`config.mk`:
```
export PLATFORM = sky130hd
export DESIGN_NAME = csv_ctrl
export DESIGN_NICKNAME = d
export VERILOG_FILES = /design/src/sv/csv_pkg.sv /design/src/sv/csv_alu.sv /design/src/sv/csv_ctrl.sv
export SDC_FILE = /design/constraint.sdc
export NUM_CORES = 1
export LEC_CHECK = 0
export BUFFER_PORTS_ARGS = -buffer_cell sky130_fd_sc_hd__buf_4
export CAP_MARGIN = 20
export CORE_ASPECT_RATIO = 1.4
export CORE_UTILIZATION = 45
export CTS_CLUSTER_DIAMETER = 120
export DETAILED_ROUTE_END_ITERATION = 7
export GPL_TIMING_DRIVEN = 0
export PLACE_DENSITY = 0.74
export SKIP_CTS_REPAIR_TIMING = 1
export SYNTH_ARGS = -nofsm -noshare
export SYNTH_HDL_FRONTEND = slang
export SYNTH_SLANG_ARGS = --single-unit
```
`constraint.sdc`:
```
create_clock -name clk_i -period 6.7 [get_ports clk_i]
set_input_delay 0.335 -clock clk_i [delete_from_list [all_inputs] [get_ports clk_i]]
set_output_delay 0.335 -clock clk_i [all_outputs]
set_load 0.05 [all_outputs]
```
`src/sv/csv_pkg.sv`:
```
`default_nettype none

package csv_pkg;

  // Domain and counter sizes
  localparam int unsigned VALUE_BITS = 10;
  localparam int unsigned COUNT_BITS = 16;
  localparam int unsigned OUT_BITS   = 16;
  localparam int unsigned ADDR_BITS  = VALUE_BITS + 1;
  localparam int unsigned TREE_DEPTH = 1 << ADDR_BITS;
  localparam int unsigned LVL_BITS   = $clog2(VALUE_BITS + 1);
  localparam int unsigned WIDE_BITS  = (COUNT_BITS > OUT_BITS) ? COUNT_BITS : OUT_BITS;

  typedef logic [COUNT_BITS-1:0] count_t;
  typedef logic [ADDR_BITS-1:0]  addr_t;
  typedef logic [VALUE_BITS-1:0] value_t;
  typedef logic [OUT_BITS-1:0]   out_t;

  // Operation codes carried by the op field
  typedef enum logic {
    OP_COUNT_INSERT = 1'b0,
    OP_CLEAR        = 1'b1
  } op_e;

  // Tree memory access: one write and two reads
  typedef struct packed {
    logic   we;
    addr_t  waddr;
    count_t wdata;
    addr_t  raddr_a;
    addr_t  raddr_b;
  } mem_req_t;

  // Finished result offered by the sequencer
  typedef struct packed {
    logic valid;
    out_t count;
  } result_t;

  // Clamp a tree sum to the result field
  function automatic out_t out_sat(input count_t s);
    logic [WIDE_BITS-1:0] w;
    logic [WIDE_BITS-1:0] lim;
    w   = WIDE_BITS'(s);
    lim = WIDE_BITS'({OUT_BITS{1'b1}});
    if (w > lim) begin
      return {OUT_BITS{1'b1}};
    end
    return w[OUT_BITS-1:0];
  endfunction

endpackage

`default_nettype wire

```
`src/sv/csv_alu.sv`:
```
`default_nettype none

module csv_alu (
  input  wire csv_pkg::count_t cnt_i,
  input  wire csv_pkg::count_t acc_i,
  input  wire csv_pkg::count_t addend_i,
  output csv_pkg::count_t      inc_o,
  output csv_pkg::count_t      sum_o
);

  logic [csv_pkg::COUNT_BITS:0] wide_sum;

  // Saturating increment of a node count
  assign inc_o = (&cnt_i) ? cnt_i : cnt_i + csv_pkg::count_t'(1);

  // Saturating accumulate of a left-sibling count
  assign wide_sum = {1'b0, acc_i} + {1'b0, addend_i};
  assign sum_o    = wide_sum[csv_pkg::COUNT_BITS] ? '1 : wide_sum[csv_pkg::COUNT_BITS-1:0];

endmodule

`default_nettype wire

```
`src/sv/csv_ctrl.sv`:
```
`default_nettype none

module csv_ctrl (
  input  wire logic              clk_i,
  input  wire logic              rst_ni,
  input  wire logic              in_valid_i,
  input  wire logic              op_i,
  input  wire csv_pkg::value_t   value_i,
  output logic                   in_stall_o,
  input  wire csv_pkg::count_t   rd_a_i,
  input  wire csv_pkg::count_t   rd_b_i,
  output csv_pkg::mem_req_t      req_o,
  output csv_pkg::result_t       res_o,
  input  wire logic              res_take_i
);

  typedef enum logic [3:0] {
    ST_CLEAR = 4'b0001,
    ST_IDLE  = 4'b0010,
    ST_WALK  = 4'b0100,
    ST_DONE  = 4'b1000
  } state_e;

  state_e                    state_q, state_d;
  csv_pkg::addr_t            sweep_q, sweep_d;
  csv_pkg::addr_t            node_q, node_d;
  csv_pkg::value_t           val_q, val_d;
  logic [csv_pkg::LVL_BITS-1:0] cnt_q, cnt_d;
  logic                      add_q, add_d;
  logic                      pend_q, pend_d;
  csv_pkg::count_t           sum_q, sum_d;

  csv_pkg::count_t           inc;
  csv_pkg::count_t           acc_sum;
  logic                      bit_v;
  csv_pkg::addr_t            child;
  csv_pkg::addr_t            sibling;

  // Shared increment and accumulate unit
  csv_alu u_alu (
    .cnt_i    (rd_a_i),
    .acc_i    (sum_q),
    .addend_i (rd_b_i),
    .inc_o    (inc),
    .sum_o    (acc_sum)
  );

  // Descend one level: path child and its left sibling
  assign bit_v   = val_q[csv_pkg::VALUE_BITS-1];
  assign child   = {node_q[csv_pkg::ADDR_BITS-2:0], bit_v};
  assign sibling = {node_q[csv_pkg::ADDR_BITS-2:0], 1'b0};

  assign in_stall_o  = (state_q != ST_IDLE);
  assign res_o.valid = (state_q == ST_DONE);
  assign res_o.count = csv_pkg::out_sat(sum_q);

  // Sequence the sweep and the level walk
  always_comb begin
    state_d = state_q;
    sweep_d = sweep_q;
    node_d  = node_q;
    val_d   = val_q;
    cnt_d   = cnt_q;
    add_d   = add_q;
    pend_d  = pend_q;
    sum_d   = sum_q;
    req_o   = '0;
    case (state_q)
      ST_CLEAR: begin
        req_o.we    = 1'b1;
        req_o.waddr = sweep_q;
        req_o.wdata = '0;
        sweep_d     = sweep_q + csv_pkg::addr_t'(1);
        if (&sweep_q) begin
          state_d = pend_q ? ST_DONE : ST_IDLE;
        end
      end
      ST_IDLE: begin
        if (in_valid_i) begin
          if (op_i == csv_pkg::OP_CLEAR) begin
            state_d = ST_CLEAR;
            sweep_d = '0;
            pend_d  = 1'b1;
            sum_d   = '0;
          end else begin
            state_d       = ST_WALK;
            node_d        = csv_pkg::addr_t'(1);
            req_o.raddr_a = csv_pkg::addr_t'(1);
            val_d         = value_i;
            cnt_d         = csv_pkg::LVL_BITS'(csv_pkg::VALUE_BITS);
            add_d         = 1'b0;
            pend_d        = 1'b1;
            sum_d         = '0;
          end
        end
      end
      ST_WALK: begin
        // Write back the node read last cycle, fold in its sibling
        req_o.we    = 1'b1;
        req_o.waddr = node_q;
        req_o.wdata = inc;
        if (add_q) begin
          sum_d = acc_sum;
        end
        if (cnt_q != '0) begin
          req_o.raddr_a = child;
          req_o.raddr_b = sibling;
          node_d        = child;
          add_d         = bit_v;
          val_d         = val_q << 1;
          cnt_d         = cnt_q - csv_pkg::LVL_BITS'(1);
        end else begin
          state_d = ST_DONE;
        end
      end
      ST_DONE: begin
        if (res_take_i) begin
          state_d = ST_IDLE;
          pend_d  = 1'b0;
        end
      end
      default: begin
        state_d = ST_IDLE;
      end
    endcase
  end

  // Control state: clearing pass runs straight after reset
  always_ff @(posedge clk_i or negedge rst_ni) begin
    if (!rst_ni) begin
      state_q <= ST_CLEAR;
      sweep_q <= '0;
      pend_q  <= 1'b0;
      cnt_q   <= '0;
      add_q   <= 1'b0;
    end else begin
      state_q <= state_d;
      sweep_q <= sweep_d;
      pend_q  <= pend_d;
      cnt_q   <= cnt_d;
      add_q   <= add_d;
    end
  end

  // Walk payload
  always_ff @(posedge clk_i) begin
    node_q <= node_d;
    val_q  <= val_d;
    sum_q  <= sum_d;
  end

endmodule

`default_nettype wire

```
==> results.yml, run 1 <==
final_layout:
  fin_cells: 658
  finalNetCount: 619
  seq_area_um2: 1640
  area_delta_synth_final_pct: 32.6
  layout-drive-gt1-share_pct: 26.1
  multi_input_area_um2: 2140
  final_cell_area_um2: 5180
  n_fill_cell: 723
  diodes: 0
yosys:
  synth_edf_count: 37
  synth-async-reset-ratio_pct: 36.2
  yosysTopAreaCellShare_pct: 28.4
  yosysWarnings: 0
  synth-main-ff-cell: "edfxtp_1"
  ys_ff_latch: 58
  ys_seq_area_share_pct: 41.9
  ys_types: 52
  netlist_area_um2: 3910
  syn_avg_cell_area_um2: 9.17
  synth_most_common_cell: "nand2_1"
  synthCells: 426
  ys_top_cells_by_count: "nand2_1 (54), nor2_1 (41), edfxtp_1 (37), a21oi_1 (32), and2_1 (31)"
  syn_nets: 494
  synth_area_leaders: "edfxtp_1 (28%), dfrtp_1 (13%), ha_1 (6.4%), xor2_1 (5.4%), nand2_1 (5.2%)"
  yosys.area.top_type: "edfxtp_1"
clock_tree:
  cts-htree-levels: 3
  numCtsBuffers: 9
  cts.clk_slew.worst_paths_ns: 0.05
  ctsRootBufferMaster: "clkbuf_16"
  numClockSinks: 58
  clk_latency_ns: 0.33
  cts_buffer_depth: 2
  cts_tree: "yes"
place:
  place_ws_ns: 3.50
  hpwl_um: 7720
  place.gp.congestion: 0.905
  placed_area_um2: 4880
  post-place-cells: 641
  numPortBuffers: 113
sta:
  max_freq_mhz: 315
  worstMarginPinSlew_ns: 1.08
  period_minus_slack_ns: 3.17
  rsz0062_at_grt: "false"
  hold_viol: 0
  setup_tns_ns: 0
  slew_viol_final: 0
  fin_crit_sh_pct: 47.4
  fin_ws_ns: 3.53
  finalSetupViolations: 0
  fin_worst_skew_ns: 0.00744
  slew_headroom_pct: 26.8
floorplan:
  fp.dieW_um: 80.7
  fp.coreArea_um2: 8300
  io_pins: 115
  die_area_um2: 9060
  rows: 39
  start_util_pct: 47.1
  die_h_um: 112
setup_path:
  crit_type: "flop to flop"
  slowest_stage: "nor4b_1"
  crit_fanout: 16
  rrSetupSlack_ns: 3.53
  ff2ff_path_depth: 5
  cp.arrival_ns: 3.13
  slowest_delay_ns: 0.94
  path_cells: "nor4b_1 > clkbuf_1 > buf_2 > nand2_1 > nand2_1"
  r2r-start: "state_q[1]"
  path_common_cell: "nand2_1"
  worstSetupEndpointType: "flop"
  cp.required_ns: 6.65
  reg2reg_to: "sum_q[9]"
  start_kind: "flop"
route:
  route.detailed.wl_per_inst_um: 15.5
  vias: 3635
  finalWirelength_um: 10200
  drtAntennaViolNets: 0
  vias_per_cell: 5.52
  drtIter0Drc: 207
  drc: 0
  drtPass1Iterations: 4
grt:
  grt_max_degree: 22
  grt_pass1_wl_um: 16300
  grt_pass1_vias: 3573
  grt_usage_pct: 23.4
  grt.overflow.total: 0
  antenna_found_initial: 0
worst_hold_path:
  min_to: "cnt_q[3]"
  hp-start: "op_i"
  hold_path_class: "primary input to flop"
  min_path_cells: 2
pwr:
  vdd_ir_drop_max_v: 0.000155
  leakagePower_nw: 2.40
  powerDensity_nw_per_um2: 175
  power_w: 0.000908
run:
  drv_cap: 0
outcome:
  outcome: "finished clean"
-- worst max-delay path, delay by kind of cell (launching register included) --
kind | cells | cell delay, ns
DFF | 1 | 0.44
buffers and inverters | 2 | 0.79
and+or+nand+nor | 3 | 1.56
-- report_power, final --
group	internal [W]	switching, W
logic	0.0000410	0.0000439
clock network	0.000284	0.000160
registers	0.000379	0
-- per-layer routing --
layer  share of wire [%]  routed length, µm  global-route usage (%)  up-vias
met5                   0                  0                       0        -
met4                 2.2                221                    10.4        0
met3                 4.6                466                    3.82       18
met2                  54               5540                    42.4      111
met1                  39               3950                    26.1     1741
li1                    -                  -                       -     1765
-- layout by cell type, fill, tap and decap left out, drive strengths merged, types with 2 or more instances in the layout --
cell type  Yosys  final
and3          13     13
a31oi          4      4
nand2b         4      4
o21bai         3      3
xnor2          9      9
a21o          15     15
inv           12     12
mux2           2      2
o21a           2      2
nor2          41     41
a22o           2      2
a311oi         2      2
nor3           7      7
edfxtp        37     37
xor2          24     24
o2111ai        2      2
a21oi         34     34
dfrtp         20     20
mux2i          2      2
buf            8    121
ha            20     20
and2          31     31
clkinvlp       0      2
nand3          9      9
o31ai          2      2
a211oi         4      4
or2            2      2
nor4b          2      2
nand4         11     11
clkinv         0      3
nor2b          3      3
clkbuf         9     19
o21ai         22     22
nand2         54     54
-- cell families (layout without fill, tap and decap cells) --
kind of cell | count (synthesis) | in the layout | synth area share (%)
other | 1 | 1 | 0.0960
XOR/XNOR | 33 | 33 | 7.40
AO/OA/AOI/OAI | 99 | 99 | 16.4
adder cells (fa/ha/maj) | 21 | 21 | 6.92
buffers and inverters | 29 | 159 | 3.23
AND/OR/NAND/NOR | 181 | 181 | 22.9
multiplexers | 4 | 4 | 1.09
flip-flops | 58 | 58 | 41.9
-- flip-flops by register name, summed over array words and instances (netlist names) --
name and cells:
add_q 1, cnt_q 4, node_q 11, pend_q 1
state_q 4, sum_q 16, sweep_q 11, val_q 10
-- worst max path at each step --
| stage | slack [ns] | to | startpoint |
|---|---|---|---|
| 3_5_place_dp | 3.50 | sum_q[6] | rd_b_i[0] |
| 5_1_grt | 3.33 | sum_q[11] | state_q[3] |
| 4_1_cts | 3.49 | sum_q[13] | state_q[1] |
| 2_1_floorplan | 3.79 | sum_q[11] | sum_q[0] |
| 3_3_place_gp | 3.56 | sum_q[10] | state_q[3] |
| 6_report | 3.53 | sum_q[9] | state_q[1] |
-- final cells by class --
type / instances / share of cell area, %
Clock inverter: 6 / 1.11
Buffer: 17 / 1.57
Multi-Input combinational cell: 339 / 41.4
Tap cell: 102 / 2.46
Inverter: 12 / 0.870
Timing Repair Buffer: 114 / 16.6
Sequential cell: 58 / 31.6
Clock buffer: 10 / 4.42
-- through the flow --
step / hold WS [ns] / util [%]
after floorplan: 0.0394 / -
after global placement: 0.236 / 58.9
after detailed placement: 0.234 / 58.9
after CTS: -0.113 / 62.3
after global routing: 0.257 / 62.4
final: 0.253 / 62.4
Power figures use the tool's default switching activity.
==> inputs of run 2 (changes only) <==
Settings changed: ABC_AREA set to 1, PLACE_DENSITY 0.74 to 0.76.
Clock period 6.7 ns to 2.6 ns, I/O delays scaled along.
==> results.yml, run 2 <==
outcome:
  outcome: "finished with violations"
  violations: "design-rule violations"
pwr:
  p_sw_share_pct: 48.6
  vdd_ir_drop_max_v: 0.000784
  switching_power_w: 0.00295
  power_frac_clock_pct: 18.9
  powerDensity_nw_per_um2: 1080
  p_seq_share_pct: 25.6
  leakagePower_nw: 3.01
  p_comb_share_pct: 55.6
  intPower_w: 0.00312
yosys:
  ys_seq_area_share_pct: 37.9
  syn_avg_cell_area_um2: 6.91
  yosysWarnings: 0
  synth-async-reset-ratio_pct: 36.2
  yosys.area.top_type: "edfxtp_1"
  yosysTopAreaCellShare_pct: 25.7
  synthCells: 625
  ys_types: 39
  synth_most_common_cell: "nand2_1"
  synth-main-ff-cell: "edfxtp_1"
  synth_area_leaders: "edfxtp_1 (26%), nand2_1 (15%), dfrtp_1 (12%), inv_1 (9.7%), nor2_1 (7.0%)"
  ys_top_cells_by_count: "nand2_1 (178), inv_1 (112), nor2_1 (81), edfxtp_1 (37), nand3_1 (34)"
  ys_ff_latch: 58
  netlist_area_um2: 4320
  syn_nets: 693
  synth_edf_count: 37
floorplan:
  fp.dieW_um: 84.8
  fp.coreArea_um2: 9180
  io_pins: 115
  die_h_um: 118
  rows: 41
  start_util_pct: 47.0
  die_area_um2: 10000
sta:
  finalSetupViolations: 0
  worstMarginPinSlew_ns: 0.699
  hold_viol: 0
  max_freq_mhz: 422
  period_minus_slack_ns: 2.37
  slew_viol_final: 0
  fin_worst_skew_ns: 0.00755
  fin_crit_sh_pct: 91.2
  setup_tns_ns: 0
  slew_headroom_pct: 53.4
  rsz0062_at_grt: "false"
route:
  finalWirelength_um: 11900
  drtPass1Iterations: 8
  drc: 6
  vias_per_cell: 5.13
  drtIter0Drc: 215
  drtAntennaViolNets: 0
  route.detailed.wl_per_inst_um: 13.8
  vias: 4420
final_layout:
  largest_reg_flops: 16
  multi_input_area_um2: 2170
  diodes: 0
  n_fill_cell: 855
  final_common_cell: "nand2_1"
  area_delta_synth_final_pct: 29.6
  max_flop_register: "sum_q"
  seq_area_um2: 1640
  layout-drive-gt1-share_pct: 20.4
  most-common-layout-cells: "nand2_1 (178), buf_4 (115), inv_1 (112)"
  fin_util_pct: 61.0
  finalNetCount: 818
  reg_top3: "sum_q (16), node_q (11), sweep_q (11)"
clock_tree:
  cts-htree-levels: 3
  cts_buffer_depth: 2
  numCtsBuffers: 9
  clk_latency_ns: 0.33
  ctsRootBufferMaster: "clkbuf_16"
  cts.clk_slew.worst_paths_ns: 0.05
  cts_tree: "yes"
  numClockSinks: 58
setup_path:
  path_cells: "ha_1 > fa_1 > nand2_1 > a21oi_1 > nand2_1 > nand2_1 > a21oi_2 > buf_6 > o21ai_0 > nand2_1 > inv_1"
  path_common_cell: "nand2_1"
  slowest_delay_ns: 0.39
  path_buf_inv: 2
  worstSetupEndpointType: "flop"
  start_kind: "flop"
  cp_top_family: "adder cells"
  cp.required_ns: 2.68
  crit_fanout: 10
  cp.arrival_ns: 2.45
  slowest_stage: "fa_1"
  crit_type: "flop to flop"
worst_hold_path:
  hold_path_class: "primary input to flop"
grt:
  grt_usage_pct: 24.4
  antenna_found_initial: 0
  grt.overflow.total: 0
  grt_max_degree: 30
  grt_pass1_wl_um: 19400
  grt_pass1_vias: 4340
run:
  drv_cap: 0
place:
  hpwl_um: 9200
  numPortBuffers: 113
  place.gp.congestion: 0.947
## run 2: cell count changes after synthesis, moves of 5 or more
cell	delta
o21ai_0	+6
clkbuf_1	-5
nand2_1	+124
a21o_1	-14
nor3_1	+5
a21oi_1	-14
and3_1	-13
nor2_1	+40
xor2_1	-16
inv_1	+100
o22ai_1	+9
nand3_1	+25
and2_1	-29
## run 2: path summary, 6_finish.rpt
check	start	endpoint	slack (ns)	depth (start not counted)
worst max register to register	sum_q[0]	sum_q[2]	0.23	11
max in group asynchronous	rst_ni	state_q[0]	2.10	2
worst min-delay path	res_take_i	pend_q	0.07	4
worst max-delay path	sum_q[0]	sum_q[2]	0.23	11
worst min register to register	cnt_q[3]	cnt_q[3]	0.51	2
min in group asynchronous	rst_ni	pend_q	0.22	2
## run 2: layout make-up
type                            instances  area share, %
Clock buffer                           13           4.29
Tap cell                              107           2.39
Clock inverter                          3          0.760
Timing Repair Buffer                  114           15.3
Multi-Input combinational cell        436           38.7
Buffer                                 14           1.43
Inverter                              117           7.84
Sequential cell                        58           29.3
## run 2: worst register-to-register path, cell delays in order (launching register included)
cell      delay (ns)
edfxtp_1        0.38
ha_1            0.22
fa_1            0.39
nand2_1         0.14
a21oi_1         0.14
nand2_1         0.08
nand2_1         0.09
a21oi_2         0.30
buf_6           0.20
o21ai_0         0.09
nand2_1         0.07
inv_1           0.04
## run 2: layer usage
metal | track usage [%] | share of wire [%] | vias up
met4 | 8.05 | 1.8 | 0
li1 | - | - | 2230
met3 | 3.44 | 3.6 | 20
met2 | 46.9 | 55 | 113
met5 | 0 | 0 | -
met1 | 27.1 | 40 | 2057
## run 2: logic make-up (layout without fill, tap and decap cells)
kind of cell               Yosys count  count (layout)  synth area share (%)
xor gates and xnor gates            13              13                  2.64
and+or+nand+nor                    333             333                  32.4
other                                1               1                0.0868
DFF                                 58              58                  37.9
AOI/OAI and AO/OA                   68              68                  8.66
buffers and inverters              131             261                  12.0
adders and majority gates           21              21                  6.26
## run 2: stage by stage
step | cells | total power [W] | hold WS [ns] | setup WS, ns | area (µm²)
floorplan | 625 | 0.00399 | -0.166 | 0.248 | 4320
global placement | 845 | 0.00485 | 0.0295 | 0.259 | 5300
detailed placement | 845 | 0.00491 | 0.0295 | 0.255 | 5300
CTS | 861 | 0.00608 | -0.323 | 0.00948 | 5580
global route | 862 | 0.00649 | 0.0724 | 0.0295 | 5600
finish | 862 | 0.00607 | 0.0702 | 0.229 | 5600
## run 2: power by group through the flow
stage          clock network (W)  logic, W  registers [W]
2_1_floorplan                  0   0.00203        0.00196
3_3_place_gp                   0   0.00330        0.00156
3_5_place_dp                   0   0.00334        0.00157
4_1_cts                  0.00116   0.00337        0.00156
5_1_grt                  0.00120   0.00370        0.00158
6_report                 0.00114   0.00337        0.00155
==> inputs of run 3 (changes only) <==
Settings changed: PLACE_DENSITY 0.76 to 0.73, TNS_END_PERCENT set to 20.
Clock period 2.6 ns to 3 ns, I/O delays scaled along.
==> results.yml, run 3 (synthesis gave the netlist of run 2 again) <==
final_layout:
  n_fill_cell: 849
  diodes: 0
  layout-drive-gt1-share_pct: 20.9
  finalNetCount: 818
  reg_top3: "sum_q (16), node_q (11), sweep_q (11)"
  max_flop_register: "sum_q"
  final_common_cell: "nand2_1"
  largest_reg_flops: 16
  most-common-layout-cells: "nand2_1 (178), buf_4 (115), inv_1 (112)"
  area_delta_synth_final_pct: 31.1
run:
  drv_cap: 0
outcome:
  violations: "design-rule violations"
  outcome: "finished with violations"
setup_path:
  slowest_stage: "nand2_2"
  slowest_delay_ns: 0.48
  crit_type: "flop to output pin"
  crit_fanout: 29
  worstSetupEndpointType: "output pin"
  path_cells: "nor2_1 > nand3_2 > nor2_2 > inv_2 > nand2_2 > nand3_1 > nand2_1 > buf_4"
  rrSetupSlack_ns: 0.64
  path_buf_inv: 2
  start_kind: "flop"
  cp_top_family: "simple AND/OR/NAND/NOR gates"
  cp.required_ns: 2.85
  cp.arrival_ns: 2.43
route:
  drc: 4
  drtAntennaViolNets: 0
  route.detailed.wl_per_inst_um: 13.6
  drtIter0Drc: 250
  drtPass1Iterations: 7
  vias: 4373
  vias_per_cell: 5.07
  finalWirelength_um: 11800
place:
  numPortBuffers: 113
  hpwl_um: 8980
  place.gp.congestion: 0.955
floorplan:
  die_h_um: 118
  die_area_um2: 10000
  fp.coreArea_um2: 9180
  fp.dieW_um: 84.8
  rows: 41
  io_pins: 115
  start_util_pct: 47.0
sta:
  fin_crit_sh_pct: 85.9
  hold_viol: 0
  setup_tns_ns: 0
  slew_viol_final: 0
  worstMarginPinSlew_ns: 0.714
  period_minus_slack_ns: 2.58
  fin_worst_skew_ns: 0.00686
  max_freq_mhz: 388
  finalSetupViolations: 0
  slew_headroom_pct: 52.3
  rsz0062_at_grt: "false"
pwr:
  power_w: 0.00547
  vdd_ir_drop_max_v: 0.000659
  powerDensity_nw_per_um2: 966
  leakagePower_nw: 3.04
clock_tree:
  numCtsBuffers: 9
  cts_buffer_depth: 2
  clk_latency_ns: 0.33
  cts_tree: "yes"
  numClockSinks: 58
  cts.clk_slew.worst_paths_ns: 0.05
  ctsRootBufferMaster: "clkbuf_16"
  cts-htree-levels: 3
worst_hold_path:
  hold_path_class: "primary input to flop"
grt:
  grt_usage_pct: 23.9
  grt.overflow.total: 0
  antenna_found_initial: 0
  grt_pass1_vias: 4168
  grt_pass1_wl_um: 19000
  grt_max_degree: 30
run 3: cell types whose count changed in the layout (fill, tap and decap cells not counted), sizes merged:
cell | previous run | this run
clkbuf | 17 | 14
clkinvlp | 1 | 2
bufinv | 1 | 3
run 3: worst paths after layout:
kind / startpoint / to / cells past startpoint
max in group asynchronous: rst_ni / state_q[0] / 2
min: res_take_i / pend_q / 4
max: state_q[1] / req_o[11] / 8
min in group asynchronous: rst_ni / pend_q / 2
max reg2reg: sum_q[0] / sum_q[2] / 11
min reg2reg: pend_q / pend_q / 2
run 3: worst reg2reg max path: cells and delay by family, from the launching register on:
family          cells  cell delay (ns)
compound gates      3             0.52
buf+inv             2             0.24
flops               1             0.39
simple gates        4             0.37
fa+ha+maj           2             0.61
run 3: through the flow:
stage	utilization, %	instance area [µm²]	std cells	setup slack (ns)	hold slack [ns]
2_1_floorplan	-	4320	625	0.648	-0.146
3_3_place_gp	57.7	5300	845	0.662	0.0521
3_5_place_dp	57.7	5300	845	0.645	0.0524
4_1_cts	61.6	5650	861	0.386	-0.295
5_1_grt	61.7	5660	862	0.178	0.0896
6_report	61.7	5660	862	0.422	0.0908
run 3: power by group:
group          switching (W)  total, W  internal [W]
Clock               0.000378   0.00121      0.000835
Combinational        0.00204   0.00291      0.000871
Sequential          0.000154   0.00135       0.00119
run 3: final cells by class:
type                            instances  area [µm²]  area share [%]
Buffer                                 14        80.1            1.41
Clock inverter                          6         114            2.01
Tap cell                              107         134            2.36
Multi-Input combinational cell        436        2160            38.2
Inverter                              117         439            7.75
Sequential cell                        58        1640            28.9
Clock buffer                           10         239            4.22
Timing Repair Buffer                  114         858            15.2
run 3: metal layers:
layer | up-vias | wire length, µm | share of wire [%] | track usage, %
met1 | 2012 | 4730 | 40 | 26.9
met4 | 0 | 297 | 2.5 | 11.1
met2 | 112 | 6200 | 53 | 43.4
met5 | - | 0 | 0 | 0
met3 | 21 | 535 | 4.6 | 4.07
li1 | 2228 | - | - | -
